$ cat config.mk
export PLATFORM = sky130hd
export DESIGN_NAME = dsdq_front
export DESIGN_NICKNAME = d
export VERILOG_FILES = /design/src/rtl/dsdq_pkg.sv /design/src/rtl/dsdq_front.sv
export SDC_FILE = /design/constraint.sdc
export NUM_CORES = 1
export LEC_CHECK = 0
export ABC_AREA = 1
export ABC_CLOCK_PERIOD_IN_PS = 29700
export BUFFER_PORTS_ARGS = -buffer_cell sky130_fd_sc_hd__clkbuf_2
export CAP_MARGIN = 15
export CORE_AREA = 2 2 380 269
export DETAILED_ROUTE_END_ITERATION = 8
export DIE_AREA = 0 0 382 271
export HOLD_SLACK_MARGIN = 0.12
export PLACE_DENSITY = 0.77
export RECOVER_POWER = 50
export SLEW_MARGIN = 15
export SYNTH_ARGS = -nofsm -noshare
export SYNTH_HDL_FRONTEND = slang
export SYNTH_SLANG_ARGS = --single-unit
$ cat constraint.sdc
create_clock -name i_clk -period 29.7 [get_ports i_clk]
set_clock_uncertainty 0.1 [all_clocks]
set_input_delay 2.97 -clock i_clk [delete_from_list [all_inputs] [get_ports i_clk]]
set_output_delay 2.97 -clock i_clk [all_outputs]
set_load 0.02 [all_outputs]
$ cat src/rtl/dsdq_pkg.sv
package dsdq_pkg;

    localparam int CAPACITY    = 64;
    localparam int QUEUE_DEPTH = 4;

    // Operation codes of the input item
    localparam logic [1:0] OP_PUSH  = 2'd0;
    localparam logic [1:0] OP_FLUSH = 2'd1;
    localparam logic [1:0] OP_CLEAR = 2'd2;

    typedef enum logic [1:0] {
        K_PUSH,
        K_FLUSH,
        K_CLEAR
    } t_kind;

    typedef struct packed {
        logic [1:0]         op;
        logic [15:0]        texture_id;
        logic [63:0]        pos_xy;
        logic [63:0]        size_wh;
        logic [63:0]        src_rect;
        logic signed [31:0] sort_key;
        logic signed [31:0] rotation;
        logic [31:0]        color_rgba;
    } t_in;

    typedef struct packed {
        logic [15:0]        out_texture_id;
        logic [63:0]        out_pos_xy;
        logic [63:0]        out_size_wh;
        logic [63:0]        out_src_rect;
        logic signed [31:0] out_rotation;
        logic [31:0]        out_color_rgba;
        logic               last;
    } t_out;

    // One stored draw request with its key
    typedef struct packed {
        logic signed [31:0] key;
        logic [15:0]        texture_id;
        logic [63:0]        pos_xy;
        logic [63:0]        size_wh;
        logic [63:0]        src_rect;
        logic signed [31:0] rotation;
        logic [31:0]        color_rgba;
    } t_entry;

    // Classified command handed from front to back
    typedef struct packed {
        t_kind  kind;
        t_entry entry;
    } t_cmd;

endpackage

$ cat src/rtl/dsdq_front.sv
module dsdq_front #(
    parameter int QUEUE_DEPTH = dsdq_pkg::QUEUE_DEPTH
) (
    input  logic            i_clk,
    input  logic            i_rst_n,
    input  logic            i_valid,
    input  dsdq_pkg::t_in   i_data,
    output logic            o_stall,
    output logic            o_cmd_valid,
    output dsdq_pkg::t_cmd  o_cmd,
    input  logic            i_pop
);

    localparam int AW = (QUEUE_DEPTH > 1) ? $clog2(QUEUE_DEPTH) : 1;
    localparam int CW = $clog2(QUEUE_DEPTH + 1);

    dsdq_pkg::t_cmd r_mem [QUEUE_DEPTH];
    logic [AW-1:0]  r_wr, r_rd;
    logic [CW-1:0]  r_fill;
    logic           accept, known, push, pop;
    dsdq_pkg::t_cmd cmd;

    // Classify the incoming transaction; unknown codes are dropped
    always_comb begin
        cmd.entry = '{key: i_data.sort_key, texture_id: i_data.texture_id,
                      pos_xy: i_data.pos_xy, size_wh: i_data.size_wh,
                      src_rect: i_data.src_rect, rotation: i_data.rotation,
                      color_rgba: i_data.color_rgba};
        known = 1'b1;
        unique case (i_data.op)
            dsdq_pkg::OP_PUSH:  cmd.kind = dsdq_pkg::K_PUSH;
            dsdq_pkg::OP_FLUSH: cmd.kind = dsdq_pkg::K_FLUSH;
            dsdq_pkg::OP_CLEAR: cmd.kind = dsdq_pkg::K_CLEAR;
            default: begin
                cmd.kind = dsdq_pkg::K_CLEAR;
                known    = 1'b0;
            end
        endcase
    end

    assign o_stall     = (r_fill == CW'(QUEUE_DEPTH));
    assign accept      = i_valid && !o_stall;
    assign push        = accept && known;
    assign o_cmd_valid = (r_fill != '0);
    assign pop         = i_pop && o_cmd_valid;
    assign o_cmd       = r_mem[r_rd];

    function automatic logic [AW-1:0] f_next(input logic [AW-1:0] p);
        return (p == AW'(QUEUE_DEPTH - 1)) ? '0 : p + AW'(1);
    endfunction

    // Advance queue pointers and fill level
    always_ff @(posedge i_clk) begin
        if (!i_rst_n) begin
            r_wr   <= '0;
            r_rd   <= '0;
            r_fill <= '0;
        end else begin
            if (push) r_wr <= f_next(r_wr);
            if (pop)  r_rd <= f_next(r_rd);
            r_fill <= r_fill + CW'(push) - CW'(pop);
        end
    end

    // Store command
    always_ff @(posedge i_clk) begin
        if (push) r_mem[r_wr] <= cmd;
    end

    a_fill_bound: assert property (@(posedge i_clk) disable iff (!i_rst_n)
        r_fill <= CW'(QUEUE_DEPTH))
        else $error("queue overfilled");
    a_no_pop_empty: assert property (@(posedge i_clk) disable iff (!i_rst_n)
        (r_fill == '0) |-> !pop)
        else $error("pop from empty queue");
    a_fill_step: assert property (@(posedge i_clk) disable iff (!i_rst_n)
        (push && !pop) |=> (r_fill == $past(r_fill) + CW'(1)))
        else $error("fill level did not grow");

endmodule

# Yosys cells after proc, flatten, opt, wreduce, memory -nomap -nowiden
# Memories as Yosys holds them, arrays and structs flattened. A register that Yosys moved wholly into a read port is not among the register bits.
# Cells that the tools add are included.
[totals] mem_bits_rw=1224 regBits=7 elab_cells=28 memories=1
[memory_table] name="r_mem" words=4 width=306 read_ports=1 rd_ports_with_merged_regs=1 wr=1 line="dsdq_front.sv:17" text="dsdq_pkg::t_cmd r_mem [QUEUE_DEPTH];"
[classes] muxes=8 add_sub_neg=4 reduce_logical=7 eq_ne=5
[ops] op="$mux 2" n=4
[ops] op="$eq 2x2->1 const B" n=3
[ops] op="$add 2x1->2 const B" n=2
[ops] op="$pmux 2 s2" n=1
[ops] op="$add 3x1->3" n=1
[ops] op="$eq 3x3->1 const B" n=1
[ops] op="$logic_and 1x1->1" n=3
[ops] op="$mux 1" n=3
[ops] op="$reduce_bool 3->1" n=1
[ops] op="$reduce_or 3->1" n=1
[ops] op="$sub 3x1->3" n=1
[ops] op="$eq 2x1->1 const B" n=1
[ops] op="$logic_not 2->1" n=1
[ops] op="$logic_not 1->1" n=1

# Depth between registers and ports, before layout
[logic_depth] ltp_word=6 depth_mapped=12

# Worst setup path after synthesis
# OpenSTA, ideal clock, no wires.
[synth_timing] kind="input-to-reg" start="input port i_valid" end="memory r_mem[0][0] (netlist bit) (enable)" required_ps=28619 path_buffers=0 cell_stages=4 arrival_time_ps=16094 setup_ps=981 slack_ps=12525 cell_sequence="inv_1 -> a21oi_1 -> nand2_1 -> nor2_1"
[synth_between] elab_chain_cells=4
[synth_rtl] item="from (decl)" line="dsdq_front.sv:6" text="input logic i_valid,"
[synth_rtl] item="$logic_and 1x1->1" line="dsdq_front.sv:42" text="assign accept = i_valid && !o_stall;"
[synth_rtl] item="$logic_and 1x1->1" line="dsdq_front.sv:43" text="assign push = accept && known;"
[synth_rtl] item="$mux 1" line="dsdq_front.sv:67" text="if (push) r_mem[r_wr] <= cmd;"
[synth_rtl] item="$mux 1 (implied by the code)" line="dsdq_front.sv:67"
[synth_rtl] item="to (decl)" line="dsdq_front.sv:17"
# Every way passes these cells.

# Final worst setup path
[layout_timing] start="input port i_data[305] (netlist bit)" end="memory r_mem[3][130] (netlist bit) (enable)"
[layout_between] elab_chain_cells=6 word_cells_on_any_way=8 cone_classes="2 x eq/ne; 3 x mux; 3 x reduce/logical"
[layout_rtl] item="from (decl)" line="dsdq_front.sv:7" text="input dsdq_pkg::t_in i_data,"
[layout_rtl] item="$eq 2x1->1, or another cell as far along" line="dsdq_front.sv:30" text="unique case (i_data.op)"
[layout_rtl] item="$reduce_or 3->1 (no source line) *"
[layout_rtl] item="$mux 1 *" line="dsdq_front.sv:30"
[layout_rtl] item="$logic_and 1x1->1 *" line="dsdq_front.sv:43"
[layout_rtl] item="$mux 1 *" line="dsdq_front.sv:67"
[layout_rtl] item="$mux 1 (implied by the code) *" line="dsdq_front.sv:67"
# Every way passes the cells marked *; elsewhere a longest branch is shown, timed or not.

==> results.toml <==
[floorplanning]
initial_core_util_pct = 45.7
die_h_um = 271
core_sq_mm = 0.0996
die_width_um = 382
die_area_sq_mm = 0.104
pin_count = 618
num_rows = 97

[routing]
routedWlPerCell_um = 20.8
vias_per_cell = 5.46
drt_wl_total_mm = 104
via_count = 27400
dr.pass1.iters = 5
drt-initial-drc-count = 2744
postRouteAntennaNets = 0
drc_errors = 0

[logic_synthesis]
ys_warn_count = 0
syn_nets = 3347
synth_cell_types = 21
synthArstFlopShare_pct = 0
synth-seq-cells = 1233
synth-edff-count = 1224
syn_area_per_cell_sq_um = 15.0
ys_seq_area_share_pct = 81.1
synthesis.area_sq_mm = 0.0456
synth_flop_cell = "edfxtp_1"
syn_inst = 3029

[sta]
slew_headroom_pct = -512
setup_viol = 0
timing.final.ws_setup_ns = 17.11
tightestPinTransition_ns = 9.18
period_needed_ns = 12.59
fmax_ghz = 0.0794
rsz0062_at_grt = "no"
fin_tns_setup_ns = 0
min_period_over_period_pct = 42.4
maxSlewViolCount = 208
hold_viol = 0

[min_path]
worstHoldPathType = "register to register"
min-delay-start = "r_rd[1]"

[outcome]
outcome = "finished with violations"
violations = "capacitance limit, slew limit"

[power_and_ir_drop]
clkPwrFrac_pct = 27.0
switching_share_pct = 35.5
cellLeakagePower_nw = 17.3
total_power_mw = 4.93
power_frac_comb_pct = 30.0
internal-power_mw = 3.18
power_per_cell_area_mw_per_mm2 = 93.6
irDropWorstVdd_mv = 0.103
seqPwrFrac_pct = 43.0
p_sw_mw = 1.75

[layout]
stdcell_count = 5016
multi_input_area_sq_mm = 0.00755
layout-drive-gt1-share_pct = 13.4
final_util_pct = 52.8
syn_to_final_growth_pct = 15.5
fin_nets = 3906
fill_cells = 8025
final-seq-area_sq_mm = 0.0369

[global_route]
grt_max_degree = 337
grt_use_total_pct = 19.5
antenna_found_initial = 14
grt_pass1_vias = 26100
grt_pass1_wl_mm = 158
gr-total-overflow = 0

[place]
placed_cells = 4812
post-place-ws_ns = 21.88
dpl.hpwl_mm = 60.2
finalWeightedCongestion = 0.813
port_buffers = 617

[clock_network]
cts_buffers = 110
cts_root_buffer = "clkbuf_16"
clockBufferDepth = 3
cts_resized = 0
cts.sink_count = 1233
cts_tree = "built"
insertion_delay_ns = 0.69
postCtsHoldBufs = 0
h-tree-depth = 3
postCtsSetupBuffers = 0
clkTransAtPathRegs_ns = 0.06

[critical_path]
arrival_ns = 12.80
cp-start-kind = "input pin"
r2r_start = "r_fill[1]"
required_ns = 29.91
crit_type = "input pin to register"
cp-startpoint = "i_data[305]"
cp-end-kind = "register"
worstPathMaxFanout = 140

[flow_run]
maxCapViolations = 3
[per-layer routing]
metal | share of wire [%] | routed length (um) | track usage, % | vias to the layer above
met1 | 40 | 41400 | 26.2 | 13400
li1 | - | - | - | 12600
met5 | 0.10 | 107 | 0 | -
met3 | 8.5 | 8810 | 5.00 | 184
met2 | 49 | 50900 | 30.9 | 1144
met4 | 2.8 | 2920 | 6.82 | 16
[flip-flops by register name (all words and copies together), names as in the netlist, named ones only]
name and count:
r_rd 2, r_wr 2, r_mem 1224, r_fill 3
[kinds of logic after synthesis]
family | after synthesis | synth area share, %
flops | 1233 | 81.1
compound gates | 924 | 11.0
buf+inv | 222 | 2.40
fa+ha+maj | 8 | 0.236
xor+xnor | 1 | 0.0192
simple gates | 641 | 5.30
[path summary, 6_finish.rpt]
path / endpoint / slack (ns) / cells after the start
worst max-delay path: r_mem[3][130] / 17.11 / 7
worst min-delay path: register / 0.42 / 2
worst max register to register: r_mem[3][130] / 19.56 / 7
worst min register to register: register / 0.42 / 2
[cell usage after synthesis (4+ instances only)]
| cell type | number | area [sq um] |
|---|---|---|
| inv_1 | 17 | 63.8 |
| o21ai_0 | 542 | 2710 |
| nor2_1 | 625 | 2350 |
| dfxtp_1 | 9 | 180 |
| buf_2 | 102 | 510 |
| clkbuf_1 | 77 | 289 |
| o21ai_1 | 70 | 350 |
| nand3_1 | 4 | 20.0 |
| nand2_1 | 11 | 41.3 |
| buf_4 | 15 | 113 |
| o22ai_1 | 306 | 1910 |
| ha_1 | 7 | 87.6 |
| edfxtp_1 | 1224 | 36800 |
| a21oi_1 | 5 | 25.0 |
| buf_6 | 9 | 101 |
[layout make-up]
class                   instances  share of cell area (%)
well taps                    1336                    3.18
clock buffers                 131                    5.42
repair buffers                650                    5.66
inverters                      19                   0.200
clock inverters                66                   0.982
flip-flops and latches       1233                    70.2
multi-input cells            1574                    14.4
diodes                          7                  0.0333
[per-stage QoR]
step	hold slack, ns	cell area (sq um)
after floorplan	0.383	45600
after global placement	0.402	49700
after detailed placement	0.405	49700
after CTS	0.414	53000
after global routing	0.489	52600
final	0.419	52600
[power by group through the flow]
| stage | Sequential (mW) | Combinational, mW | Clock (mW) |
|---|---|---|---|
| 3_5_place_dp | 2.15 | 1.48 | 0 |
| 2_1_floorplan | 2.20 | 0.962 | 0 |
| 4_1_cts | 2.12 | 1.49 | 1.35 |
| 5_1_grt | 2.13 | 1.59 | 1.42 |
| 6_report | 2.12 | 1.48 | 1.33 |
| 3_3_place_gp | 2.15 | 1.46 | 0 |
[layout by cell type, fill, tap and decap left out, types with 2 or more instances in the layout]
master,Yosys,routed
buf_4,15,28
clkinv_8,0,2
bufinv_16,0,3
clkinv_4,0,2
clkinv_1,0,33
inv_1,17,17
diode_2,0,7
edfxtp_1,1224,1224
clkbuf_1,77,329
clkbuf_2,0,310
clkinv_16,0,4
o21ai_0,542,542
o21ai_1,70,70
clkinvlp_4,0,7
dfxtp_1,9,7
nand3_1,4,4
o22ai_1,306,306
nor2_4,0,2
clkbuf_16,0,111
ha_1,7,7
nand2_1,11,11
a21oi_1,5,5
clkinv_2,0,14
inv_16,0,2
dfxtp_4,0,2
buf_12,0,3
nor2_1,625,623
[worst max-delay path: stages]
cell      delay [ns]
clkbuf_1        0.13
a21oi_1         0.57
nand2_1         0.36
nor2_4          0.15
clkbuf_1        6.33
buf_4           1.45
buf_4           0.69
No activity file was read; power rests on OpenSTA's default activity.
